**src/rtl/core/itoa_pkg.sv**
```systemverilog
// Shared constants, types and helper functions for the integer to radix ASCII converter.
package itoa_pkg;

   localparam int VALUE_BITS    = 31;
   localparam int RADIX_W       = 5;
   localparam int DIGIT_W       = 4;
   localparam int CHAR_W        = 7;
   localparam int BITS_PER_STEP = 8;
   localparam int DIV_CYCLES    = (VALUE_BITS + BITS_PER_STEP - 1) / BITS_PER_STEP;
   localparam int DIV_BITS      = DIV_CYCLES * BITS_PER_STEP;
   localparam int STEP_W        = (DIV_CYCLES > 1) ? $clog2(DIV_CYCLES) : 1;
   localparam int MAX_DIGITS    = VALUE_BITS;
   localparam int PTR_W         = $clog2(MAX_DIGITS + 1);
   localparam int IDX_W         = $clog2(MAX_DIGITS);

   localparam logic [RADIX_W-1:0] RADIX_MIN   = RADIX_W'(2);
   localparam logic [RADIX_W-1:0] RADIX_MAX   = RADIX_W'(16);
   localparam logic [RADIX_W-1:0] RADIX_RESET = RADIX_W'(10);
   localparam logic [DIGIT_W-1:0] DIGIT_TEN   = DIGIT_W'(10);
   localparam logic [CHAR_W-1:0]  ASCII_ZERO  = CHAR_W'(8'h30);
   localparam logic [CHAR_W-1:0]  ASCII_UPPER_A = CHAR_W'(8'h41);

   typedef enum logic [1:0] {
      ST_IDLE,
      ST_DIVIDE,
      ST_EMIT
   } itoa_state_type;

   // Commands from the controller to the datapath.
   typedef struct packed {
      logic load;
      logic div_step;
      logic push;
      logic pop;
   } itoa_cmd_type;

   // Status from the datapath back to the controller.
   typedef struct packed {
      logic quot_zero;
      logic stack_last;
   } itoa_sts_type;

   function automatic logic [RADIX_W-1:0] saturate_radix(input logic [RADIX_W-1:0] raw);
      logic [RADIX_W-1:0] r;
      r = raw;
      if (raw < RADIX_MIN) begin
         r = RADIX_MIN;
      end else if (raw > RADIX_MAX) begin
         r = RADIX_MAX;
      end
      return r;
   endfunction

   function automatic logic [CHAR_W-1:0] digit_to_ascii(input logic [DIGIT_W-1:0] d);
      logic [CHAR_W-1:0] c;
      if (d < DIGIT_TEN) begin
         c = ASCII_ZERO + CHAR_W'(d);
      end else begin
         c = ASCII_UPPER_A + CHAR_W'(d - DIGIT_TEN);
      end
      return c;
   endfunction

endpackage

```
**src/rtl/core/itoa_ctrl.sv**
```systemverilog
// Controller state machine that sequences the division passes and digit emission.
module itoa_ctrl (
   input  logic                   clock,
   input  logic                   reset,
   input  logic                   start,
   output logic                   busy,
   input  itoa_pkg::itoa_sts_type sts,
   output itoa_pkg::itoa_cmd_type cmd
);
   import itoa_pkg::*;

   itoa_state_type    state_ff, state_in;
   logic [STEP_W-1:0] step_cnt_ff, step_cnt_in;
   logic              step_last;

   assign step_last = (step_cnt_ff == STEP_W'(DIV_CYCLES - 1));

   // Next state.
   always_comb begin
      state_in = state_ff;
      case (state_ff)
         ST_IDLE: begin
            if (start) begin
               state_in = ST_DIVIDE;
            end
         end
         ST_DIVIDE: begin
            if (step_last && sts.quot_zero) begin
               state_in = ST_EMIT;
            end
         end
         ST_EMIT: begin
            if (sts.stack_last) begin
               state_in = ST_IDLE;
            end
         end
         default: begin
            state_in = ST_IDLE;
         end
      endcase
   end

   // Outputs.
   always_comb begin
      cmd      = '0;
      busy     = 1'b1;
      case (state_ff)
         ST_IDLE: begin
            busy     = 1'b0;
            cmd.load = start;
         end
         ST_DIVIDE: begin
            cmd.div_step = 1'b1;
            cmd.push     = step_last;
         end
         ST_EMIT: begin
            cmd.pop = 1'b1;
         end
         default: begin
            busy = 1'b0;
         end
      endcase
   end

   // The step counter walks through the cycles of one division pass.
   always_comb begin
      step_cnt_in = step_cnt_ff;
      if (cmd.load || (cmd.div_step && step_last)) begin
         step_cnt_in = '0;
      end else if (cmd.div_step) begin
         step_cnt_in = step_cnt_ff + STEP_W'(1);
      end
   end

   always_ff @(posedge clock) begin
      if (reset) begin
         state_ff    <= ST_IDLE;
         step_cnt_ff <= '0;
      end else begin
         state_ff    <= state_in;
         step_cnt_ff <= step_cnt_in;
      end
   end

endmodule

```
**src/rtl/core/itoa_dpath.sv**
```systemverilog
// Datapath: radix register, shared small-divisor divider, digit stack and result register.
module itoa_dpath (
   input  logic                                clock,
   input  logic                                reset,
   input  logic                                csr_write_en,
   input  logic [itoa_pkg::RADIX_W-1:0]        csr_write_data,
   input  logic [itoa_pkg::VALUE_BITS-1:0]     req_value,
   input  itoa_pkg::itoa_cmd_type              cmd,
   output itoa_pkg::itoa_sts_type              sts,
   output logic                                rsp_valid,
   output logic [itoa_pkg::CHAR_W-1:0]         rsp_digit_char,
   output logic                                rsp_last
);
   import itoa_pkg::*;

   logic [RADIX_W-1:0]  radix_ff, radix_in;
   logic [DIV_BITS-1:0] div_ff, div_in, div_v;
   logic [DIGIT_W-1:0]  rem_ff, rem_in, rem_v;
   logic [RADIX_W-1:0]  trial, diff;
   logic                ge;
   logic [PTR_W-1:0]    ptr_ff, ptr_in;
   logic [IDX_W-1:0]    pop_idx;
   logic [DIGIT_W-1:0]  digits_ff [MAX_DIGITS];
   logic                rsp_valid_ff, rsp_valid_in;
   logic [CHAR_W-1:0]   rsp_char_ff;
   logic                rsp_last_ff, rsp_last_in;

   // The radix is stored already clamped to its legal range.
   assign radix_in = csr_write_en ? saturate_radix(csr_write_data) : radix_ff;

   // Eight restoring division steps per cycle; the remainder never reaches the radix.
   always_comb begin
      rem_v = rem_ff;
      div_v = div_ff;
      trial = '0;
      diff  = '0;
      ge    = 1'b0;
      for (int i = 0; i < BITS_PER_STEP; i++) begin
         trial = {rem_v, div_v[DIV_BITS-1]};
         ge    = (trial >= radix_ff);
         diff  = trial - radix_ff;
         rem_v = ge ? diff[DIGIT_W-1:0] : trial[DIGIT_W-1:0];
         div_v = {div_v[DIV_BITS-2:0], ge};
      end
   end

   always_comb begin
      div_in = div_ff;
      rem_in = rem_ff;
      if (cmd.load) begin
         div_in = DIV_BITS'(req_value);
         rem_in = '0;
      end else if (cmd.div_step) begin
         div_in = div_v;
         rem_in = cmd.push ? '0 : rem_v;
      end
   end

   assign pop_idx = IDX_W'(ptr_ff - PTR_W'(1));

   always_comb begin
      ptr_in = ptr_ff;
      if (cmd.load) begin
         ptr_in = '0;
      end else if (cmd.push) begin
         ptr_in = ptr_ff + PTR_W'(1);
      end else if (cmd.pop) begin
         ptr_in = ptr_ff - PTR_W'(1);
      end
   end

   assign sts.quot_zero  = (div_v == '0);
   assign sts.stack_last = (ptr_ff == PTR_W'(1));

   assign rsp_valid_in = cmd.pop;
   assign rsp_last_in  = sts.stack_last;

   always_ff @(posedge clock) begin
      if (reset) begin
         radix_ff     <= RADIX_RESET;
         ptr_ff       <= '0;
         rsp_valid_ff <= 1'b0;
      end else begin
         radix_ff     <= radix_in;
         ptr_ff       <= ptr_in;
         rsp_valid_ff <= rsp_valid_in;
      end
   end

   always_ff @(posedge clock) begin
      div_ff <= div_in;
      rem_ff <= rem_in;
      if (cmd.push) begin
         digits_ff[ptr_ff[IDX_W-1:0]] <= rem_v;
      end
      if (cmd.pop) begin
         rsp_char_ff <= digit_to_ascii(digits_ff[pop_idx]);
         rsp_last_ff <= rsp_last_in;
      end
   end

   assign rsp_valid      = rsp_valid_ff;
   assign rsp_digit_char = rsp_char_ff;
   assign rsp_last       = rsp_last_ff;

endmodule

```
**src/rtl/core/integer_to_radix_ascii_digits_core.sv**
```systemverilog
// Top level of the integer to radix ASCII digit converter.
//
//   Channel   Ports                                      Handshake
//   request   start, busy, req_value[30:0]               taken when start && !busy
//   response  rsp_valid, rsp_digit_char[6:0], rsp_last   one-cycle strobe, never held off
//   config    csr_write_en, csr_write_data[4:0]          written when csr_write_en is high
//
// Each digit of an item costs one division pass (eight quotient bits per cycle
// through the shared divider), and the stacked digits are then popped one per cycle;
// busy stays high until the last pop. Digits appear on the result ports in the cycle
// after each pop, most significant first.
// Synchronous reset clears the controller, the digit stack pointer and the strobe,
// and sets the radix to ten. Results cannot be stalled, so nothing waits on the receiver.
module integer_to_radix_ascii_digits_core (
   input  logic                             clock,
   input  logic                             reset,
   input  logic                             start,
   output logic                             busy,
   input  logic [itoa_pkg::VALUE_BITS-1:0]  req_value,
   output logic                             rsp_valid,
   output logic [itoa_pkg::CHAR_W-1:0]      rsp_digit_char,
   output logic                             rsp_last,
   input  logic                             csr_write_en,
   input  logic [itoa_pkg::RADIX_W-1:0]     csr_write_data
);
   import itoa_pkg::*;

   itoa_cmd_type cmd;
   itoa_sts_type sts;

   // The controller decides when to load, divide, push and pop; it holds the
   // step counter and the state only.
   itoa_ctrl u_ctrl (
      .clock (clock),
      .reset (reset),
      .start (start),
      .busy  (busy),
      .sts   (sts),
      .cmd   (cmd)
   );

   // The datapath computes digits least significant first and stacks them,
   // so popping the stack yields them in printing order.
   itoa_dpath u_dpath (
      .clock          (clock),
      .reset          (reset),
      .csr_write_en   (csr_write_en),
      .csr_write_data (csr_write_data),
      .req_value      (req_value),
      .cmd            (cmd),
      .sts            (sts),
      .rsp_valid      (rsp_valid),
      .rsp_digit_char (rsp_digit_char),
      .rsp_last       (rsp_last)
   );

   // A digit only follows a cycle in which the block was working.
   a_rsp_after_busy: assert property (@(posedge clock) disable iff (reset)
      rsp_valid |-> $past(busy))
      else $error("digit strobe without preceding busy cycle");

   // An accepted item makes the block busy once the controller leaves idle.
   a_start_busy: assert property (@(posedge clock) disable iff (reset)
      (start && !busy) |=> busy)
      else $error("accepted item did not raise busy");

   // Nothing follows the final digit of an item directly.
   a_last_ends_run: assert property (@(posedge clock) disable iff (reset)
      (rsp_valid && rsp_last) |=> !rsp_valid)
      else $error("digit strobe directly after the final digit");

endmodule
```
**config.mk**
```make
export PLATFORM = sky130hd
export DESIGN_NAME = integer_to_radix_ascii_digits_core
export DESIGN_NICKNAME = d
export VERILOG_FILES = /design/src/rtl/core/itoa_pkg.sv /design/src/rtl/core/itoa_ctrl.sv /design/src/rtl/core/itoa_dpath.sv /design/src/rtl/core/integer_to_radix_ascii_digits_core.sv
export SDC_FILE = /design/constraint.sdc
export NUM_CORES = 1
export LEC_CHECK = 0
export BUFFER_PORTS_ARGS = -buffer_cell sky130_fd_sc_hd__clkbuf_2
export CORE_MARGIN = 2
export CORE_UTILIZATION = 35
export DETAILED_ROUTE_END_ITERATION = 12
export GPL_TIMING_DRIVEN = 0
export PLACE_DENSITY_LB_ADDON = 0.25
export RECOVER_POWER = 50
export SKIP_CTS_REPAIR_TIMING = 1
export SLEW_MARGIN = 20
export SYNTH_ARGS = -nofsm -noshare
export SYNTH_HDL_FRONTEND = slang
export SYNTH_SLANG_ARGS = --single-unit
```
**constraint.sdc**
```tcl
create_clock -name clock -period 17.2 [get_ports clock]
set_input_delay 0.86 -clock clock [delete_from_list [all_inputs] [get_ports clock]]
set_output_delay 0.86 -clock clock [all_outputs]
set_load 0.005 [all_outputs]
```
==> metrics.md, run 1 <==
| Metric | Value |
|---|---|
| Footprint of the multi-input gates | `3970 µm²` |
| # setup viols final | `0` |
| Pins Over Slew Limit | `0` |
| Routability congestion estimate | `0.777` |
| Hold path start | `u_ctrl.step_cnt_ff[1]` |
| Final period utilization | `83.4%` |
| WHS | `0.486 ns` |
| H-tree depth | `4` |
| Full die area | `28,600 µm²` |
| Crit start category | `flop` |
| Critical setup path kind | `flop to flop` |
| Hold Vio Cnt, Final | `0` |
| Port Buffers | `48` |
| Row Count | `60` |
| Worst-Margin Slew | `1.06 ns` |
| Max Clock Skew | `0.0145 ns` |
| Place WS | `2.73 ns` |
| Global-route wire length before repair | `32,900 µm` |
| Total area of sequential cells | `5300 µm²` |
| Worst slew margin | `29.3%` |
| Core Area | `26,900 µm²` |
| Root Driver | `clkbuf_16` |
| Worst path max stage delay | `0.72 ns` |
| Syn-to-layout area delta | `13.7%` |
| Setup TNS | `0 ns` |
| Synth top cells by count | `edfxtp_1, nor2_1, ha_1, inv_1, mux2_2` |
| Number of global-route vias before repair | `5,828` |
| Critical Path RT | `17.12 ns` |
| Max-cap violations | `0` |
| Vias/cell | `5.14` |
| Number of enable flip-flop cells after synthesis | `163` |
| Ys async rst share | `0%` |
| WL final | `20,900 µm` |
| Reg2Reg Setup Slack | `2.85 ns` |
| Status | `completed` |
| CTS tree | `done` |
| Die W | `169 µm` |
| Top FF cell, synth | `edfxtp_1` |
| Cells after synthesis | `697` |
| CTS buffer count | `17` |
| WP data arrival | `14.27 ns` |
| Drt drc | `0` |
| CP startpoint | `u_dpath.radix_ff[1]` |
| FMAX | `0.0697 GHz` |
| RR Startpoint | `u_dpath.radix_ff[1]` |
| Synth Cell Area | `9550 µm²` |
| CP bufs+invs | `6` |
| # diodes | `0` |
| Synth top area cells | `edfxtp_1, mux4_2, ha_1` |
| Hold/Removal Path Class | `flop to flop` |
| Synth area leader | `edfxtp_1` |
| Filler cell count | `2,538` |
| Worst-path clk slew | `0.08 ns` |
| Finished Layout Cells | `1,119` |
| Final worst slack | `2.85 ns` |
| Starting Density | `35.5%` |
| Distinct cells, synth | `51` |
| Post-DRT Antenna Nets | `0` |
| Count of clock tree sinks | `183` |
| Drt pass-1 iters | `5` |
| Layout cells sized above 1 | `21.2%` |
| CTS max path bufs | `2` |
| Remaining global-route overflow | `0` |
| DR WL/cell | `18.7 µm` |
| Min cycle time layout | `14.35 ns` |
| Crit. End Element | `flop` |
| Initial antenna violation count | `0` |
| YS warnings | `0` |
| Synth top area share | `51.3%` |
| DR iter-0 viols | `357` |
| Tot GR Track Use | `15.3%` |
| Slowest CP cell | `dfxtp_1` |
| CP Max Fanout | `31` |
| Nets@finish | `866` |
| Die H | `169 µm` |
| Post-synthesis register bit count | `183` |
| Ports | `50` |
| Placed Instances | `1,087` |
| Delay-heaviest family, CP | `compound AO/OA/AOI/OAI gates` |
| Clock Latency Late Sink | `0.44 ns` |
| Post-Synthesis Mean Instance Area | `13.7 µm²` |
| Sequential-to-total area share from yosys stat | `55.5%` |
| Setup repair after global routing missed its margin | `false` |
| Largest net degree at the start of global routing | `33` |
| Most frequent cell after synthesis | `edfxtp_1` |
| Dpl hpwl | `14,900 µm` |
| Via Count | `5,755` |
| Syn nets | `798` |
## registers in the layout (all words and copies together) (netlist names)
signal,flops
u_ctrl.step_cnt_ff,2
u_dpath.div_ff,32
u_dpath.ptr_ff,5
u_dpath.rsp_valid,1
u_dpath.digits_ff,124
u_dpath.radix_ff,5
u_dpath.rsp_digit_char,7
u_dpath.rsp_last,1
u_dpath.rem_ff,4
u_ctrl.state_ff,2
## worst paths after layout
check / endpoint / depth (start not counted)
worst max-delay path: u_dpath.digits_ff[9][1] / 51
worst min-delay path: u_ctrl.step_cnt_ff[1] / 2
worst max register to register: u_dpath.digits_ff[9][1] / 51
worst min register to register: u_ctrl.step_cnt_ff[1] / 2
## stage by stage
stage                     cell area, µm²  util, %
after global routing               10900     40.4
after global placement             10200     38.0
after detailed placement           10300     38.2
after CTS                          10900     40.5
final                              10900     40.4
after floorplan                     9550        -
## layout by cell type, fill, tap and decap left out, types with 3 or more instances in the layout
master       n
ha_1        53
edfxtp_1   163
mux2i_1     21
mux4_2      35
nor4_1       4
dfxtp_1     20
nand3b_1     4
xor2_1       3
nor2b_1      3
inv_8        4
clkbuf_2    43
clkinv_8     4
o21ai_0     10
clkbuf_16   17
inv_1       43
nor2_1      78
a31oi_1      5
a22oi_1      4
nand2_1     31
clkbuf_1    21
nand3_1      6
fa_1         8
a21o_1      22
mux2_2      39
o21ai_1      5
xnor2_1     23
buf_2        5
nand4_1      6
inv_12       4
a211o_1      6
nand2b_1    12
nor3_1       5
a21oi_1     35
## worst reg2reg max path: cells and delay by family (launching register included)
kind                     cells  cell delay, ns
AO/OA/AOI/OAI               28            6.53
flip-flops                   1            0.72
adder cells (fa/ha/maj)      8            2.56
AND/OR/NAND/NOR              5            1.01
multiplexers                 4            1.63
buffers and inverters        6            1.42
## per-layer routing
metal  global-route usage, %  share of wire [%]
met4                    5.24                1.6
met3                    2.54                3.9
met1                    21.5                 48
met5                       0                  0
met2                    24.3                 47
## layout make-up
type,instances,share of cell area [%]
multi-input combinational,446,36.6
tap,341,3.93
clock inverter,15,1.96
timing repair buffer,49,2.41
buffer,24,0.956
clock buffer,17,3.92
sequential,183,48.8
inverter,44,1.52
## cell families (layout without fill, tap and decap cells)
logic type	Yosys count	after routing	synth area share [%]
compound gates	97	97	6.38
flops	183	183	55.5
xor+xnor	28	28	2.84
buf+inv	68	149	3.09
fa+ha+maj	61	61	8.62
mux	97	97	15.4
simple gates	163	163	8.22
Power of run 1 is not shown: default switching activity piles up to over one toggle a cycle in this logic, so the estimate is an artifact.
==> run 2, diff against run 1 <==
clock period = 14.4 ns   (was 17.2 ns; I/O delays follow)
==> metrics.md, run 2 (same netlist as run 1, synthesis figures left out) <==
| Metric | Value |
|---|---|
| Drt pass-1 iters | `5` |
| Root Driver | `clkbuf_16` |
| Syn-to-layout area delta | `13.9%` |
| Count of clock tree sinks | `183` |
| Min cycle time layout | `12.84 ns` |
| Layout cells sized above 1 | `22.0%` |
| Worst path max stage delay | `0.65 ns` |
| Worst-Margin Slew | `0.975 ns` |
| Vias/cell | `5.15` |
| Ports | `50` |
| Starting Density | `35.5%` |
| Placed instance area | `10,300 µm²` |
| H-tree depth | `4` |
| Filler cell count | `2,536` |
| # diodes | `0` |
| Util after Layout | `40.5%` |
| DR iter-0 viols | `313` |
| Worst-path clk slew | `0.08 ns` |
| Reg2reg end | `u_dpath.rem_ff[2]` |
| Drt drc | `0` |
| Full die area | `28,600 µm²` |
| CP Max Fanout | `32` |
| Largest net degree at the start of global routing | `33` |
| Port Buffers | `48` |
| FMAX | `0.0779 GHz` |
| WP data arrival | `13.17 ns` |
| Delay-heaviest family, CP | `compound AO/OA/AOI/OAI gates` |
| Setup TNS | `0 ns` |
| WL final | `20,800 µm` |
| Hold Vio Cnt, Final | `0` |
| CP endpoint | `u_dpath.rem_ff[2]` |
| Commonest non-fill, non-tap cells in the layout | `edfxtp_1, nor2_1, ha_1, inv_1, clkbuf_2` |
| Critical setup path kind | `flop to flop` |
| Max FFs per register | `124` |
| CP Depth | `51` |
| # setup viols final | `0` |
| CTS tree | `done` |
| Nets@finish | `866` |
| Status | `completed` |
| Hold/Removal Path Class | `flop to flop` |
| Critical Path RT | `14.73 ns` |
| CP bufs+invs | `6` |
| Max-cap violations | `0` |
| Setup repair after global routing missed its margin | `false` |
| Crit start category | `flop` |
| Die H | `169 µm` |
| Clock Latency Late Sink | `0.44 ns` |
| Global-route wire length before repair | `32,900 µm` |
| Design Area, Final | `10,900 µm²` |
| Tot GR Track Use | `15.3%` |
| Crit. End Element | `flop` |
| Slowest CP cell | `mux2_2` |
| Register-to-Register Path Depth | `51` |
| Dpl hpwl | `14,900 µm` |
| Initial antenna violation count | `0` |
| CP startpoint | `u_dpath.radix_ff[1]` |
| DR WL/cell | `18.6 µm` |
| Worst slew margin | `35.0%` |
| Finished Layout Cells | `1,119` |
| Remaining global-route overflow | `0` |
| Pins Over Slew Limit | `0` |
| Final period utilization | `89.2%` |
| Number of global-route vias before repair | `5,828` |
| Worst hold path stage count | `2` |
| Most common cell after layout, fill and taps aside | `edfxtp_1` |
| Core Area | `26,900 µm²` |
| Reg2Reg Setup Slack | `1.56 ns` |
| RR Startpoint | `u_dpath.radix_ff[1]` |
| Routability congestion estimate | `0.777` |
| Post-DRT Antenna Nets | `0` |
| CTS buffer count | `17` |
| Die W | `169 µm` |
| Via Count | `5,759` |
| Placed Instances | `1,087` |
| Max Clock Skew | `0.0143 ns` |
| CTS max path bufs | `2` |
| Row Count | `60` |
-- run 2: cell types whose count changed in the layout (fill, tap and decap cells not counted) --
cell / previous run / this run
o21ai_1: 5 / 1
o21ai_2: 0 / 4
dfxtp_1: 20 / 19
dfxtp_2: 0 / 1
nand2_1: 31 / 30
nand2_2: 0 / 1
-- run 2: stage by stage --
step	worst slack, ns	hold slack, ns
2_1_floorplan	2.33	0.443
3_3_place_gp	-1.22	0.462
3_5_place_dp	-0.0676	0.474
4_1_cts	-0.0641	0.488
5_1_grt	0.252	0.525
6_report	1.56	0.486
-- run 2: how the worst min path moves through the flow --
stage | start | to
floorplan | u_dpath.radix_ff[3] | u_dpath.radix_ff[3]
global placement | u_ctrl.step_cnt_ff[1] | u_ctrl.step_cnt_ff[1]
detailed placement | u_ctrl.step_cnt_ff[1] | u_ctrl.step_cnt_ff[1]
CTS | u_ctrl.step_cnt_ff[1] | u_ctrl.step_cnt_ff[1]
global route | u_ctrl.step_cnt_ff[1] | u_ctrl.step_cnt_ff[1]
finish | u_ctrl.step_cnt_ff[1] | u_ctrl.step_cnt_ff[1]
-- run 2: cell type report --
cell class	count	area (µm²)	share of cell area, %
sequential	183	5300	48.7
multi-input combinational	446	3990	36.7
tap	341	427	3.92
clock buffer	17	425	3.91
timing repair buffer	49	262	2.40
clock inverter	15	213	1.95
inverter	44	165	1.52
buffer	24	104	0.954
-- run 2: routing by layer --
layer	vias up	track usage, %	wire length [µm]
li1	2761	-	-
met1	2856	21.5	9990
met4	0	5.24	319
met3	20	2.54	774
met5	-	0	0
met2	122	24.3	9720
-- run 2: tightest hold or removal path, cell delays in order (launching register included) --
cell and delay [ns]:
dfxtp_1 0.32, nand2b_1 0.07, a21oi_1 0.05
Power of run 2 is left out for the same reason.
==> run 3, diff against run 2 <==
--- a/config.mk
+++ b/config.mk
@@ -9,7 +9,7 @@
 export CORE_MARGIN = 2
 export CORE_UTILIZATION = 35
+export CTS_CLUSTER_DIAMETER = 100
 export DETAILED_ROUTE_END_ITERATION = 12
 export GPL_TIMING_DRIVEN = 0
-export PLACE_DENSITY_LB_ADDON = 0.25
 export RECOVER_POWER = 50
 export SKIP_CTS_REPAIR_TIMING = 1
==> constraint.sdc (replaced) <==
create_clock -name clock -period 14.4 [get_ports clock]
set_input_delay 0.72 -clock clock [delete_from_list [all_inputs] [get_ports clock]]
set_output_delay 0.72 -clock clock [all_outputs]
set_load 0.01 [all_outputs]
==> metrics.md, run 3 (same netlist as run 1, synthesis figures left out) <==
| Metric | Value |
|---|---|
| Worst-path clk slew | `0.08 ns` |
| Place WS | `0.0182 ns` |
| Placed instance area | `10,200 µm²` |
| Critical Path RT | `14.73 ns` |
| Status | `completed` |
| Commonest non-fill, non-tap cells in the layout | `edfxtp_1, nor2_1, ha_1, inv_1, mux2_2` |
| Largest net degree at the start of global routing | `33` |
| Design Area, Final | `10,800 µm²` |
| Count of clock tree sinks | `183` |
| Starting Density | `35.5%` |
| DR WL/cell | `18.2 µm` |
| Layout cells sized above 1 | `21.0%` |
| Worst slew margin | `37.0%` |
| Initial antenna violation count | `0` |
| Max FFs per register | `124` |
| Via Count | `5,738` |
| Full die area | `28,600 µm²` |
| Global-route wire length before repair | `32,400 µm` |
| Row Count | `60` |
| Worst-Margin Slew | `0.946 ns` |
| Drt pass-1 iters | `5` |
| Worst path max stage delay | `0.64 ns` |
| Critical setup path kind | `flop to flop` |
| Syn-to-layout area delta | `13.4%` |
| Filler cell count | `2,511` |
| CP bufs+invs | `6` |
| Drt drc | `0` |
| CTS buffer count | `17` |
| CTS tree | `done` |
| Dpl hpwl | `14,500 µm` |
| CP Max Fanout | `32` |
| Ports | `50` |
| CTS max path bufs | `2` |
| Final worst slack | `1.39 ns` |
| Root Driver | `clkbuf_16` |
| Most frequent CP cell | `ha_1` |
| Delay-heaviest family, CP | `compound AO/OA/AOI/OAI gates` |
| Most common cell after layout, fill and taps aside | `edfxtp_1` |
| # diodes | `0` |
| # setup viols final | `0` |
| Hold/Removal Path Class | `flop to flop` |
| Die H | `169 µm` |
| Clock Latency Late Sink | `0.44 ns` |
| Port Buffers | `48` |
| WL final | `20,400 µm` |
| DR iter-0 viols | `363` |
| Crit start category | `flop` |
| H-tree depth | `4` |
| Final period utilization | `90.3%` |
| WP data arrival | `13.34 ns` |
| Die W | `169 µm` |
| Post-DRT Antenna Nets | `0` |
| FMAX | `0.0769 GHz` |
| Crit. End Element | `flop` |
| Tot GR Track Use | `15.0%` |
| Max Clock Skew | `0.0193 ns` |
| Number of global-route vias before repair | `5,690` |
| Nets@finish | `866` |
| Slowest CP cell | `mux2_2` |
| Pins Over Slew Limit | `0` |
| Min cycle time layout | `13.01 ns` |
| Hold Vio Cnt, Final | `0` |
| Vias/cell | `5.13` |
| Setup repair after global routing missed its margin | `false` |
| Core Area | `26,900 µm²` |
| Routability congestion estimate | `0.803` |
| Remaining global-route overflow | `0` |
| Max-cap violations | `0` |
[run 3: cell counts in the layout (fill, tap and decap cells not counted)]
Identical to the previous run, type by type.
[run 3: stage by stage]
| step | hold WS [ns] | cells | TNS, ns | utilization [%] |
|---|---|---|---|---|
| 2_1_floorplan | 0.443 | 697 | 0 | - |
| 5_1_grt | 0.504 | 1119 | 0 | 40.3 |
| 3_5_place_dp | 0.465 | 1087 | 0 | 38.1 |
| 3_3_place_gp | 0.461 | 1086 | -29.57 | 38.0 |
| 4_1_cts | 0.483 | 1119 | 0 | 40.4 |
| 6_report | 0.478 | 1119 | 0 | 40.3 |
[run 3: worst paths after layout]
check             slack (ns)  cells after the start                     to                   from
hold reg to reg         0.48                      2  u_ctrl.step_cnt_ff[1]  u_ctrl.step_cnt_ff[1]
hold / removal          0.48                      2  u_ctrl.step_cnt_ff[1]  u_ctrl.step_cnt_ff[1]
setup reg to reg        1.39                     49      u_dpath.rem_ff[2]    u_dpath.radix_ff[1]
setup / recovery        1.39                     49      u_dpath.rem_ff[2]    u_dpath.radix_ff[1]
[run 3: final cells by class]
class | count | area [µm²] | share of cell area (%)
plain buffers | 24 | 104 | 0.959
clock buffers | 17 | 425 | 3.93
repair buffers | 49 | 240 | 2.22
flip-flops and latches | 183 | 5300 | 48.9
inverters | 44 | 165 | 1.53
multi-input cells | 446 | 3990 | 36.8
clock inverters | 15 | 186 | 1.72
well taps | 341 | 427 | 3.94
[run 3: worst register-to-register path, delay by kind of cell, from the launching register on]
kind,cells,cell delay [ns]
AND/OR/NAND/NOR,4,0.35
multiplexers,6,2.66
adder cells (fa/ha/maj),8,2.60
flip-flops,1,0.52
AO/OA/AOI/OAI,25,5.43
buffers and inverters,6,1.35
[run 3: routing by layer]
| layer | global-route usage [%] | share of wire [%] | vias up |
|---|---|---|---|
| met2 | 24.4 | 48 | 124 |
| li1 | - | - | 2762 |
| met5 | 0 | 0 | - |
| met3 | 2.96 | 4.7 | 13 |
| met4 | 3.90 | 0.87 | 0 |
| met1 | 20.7 | 47 | 2839 |
Power of run 3 is left out for the same reason.
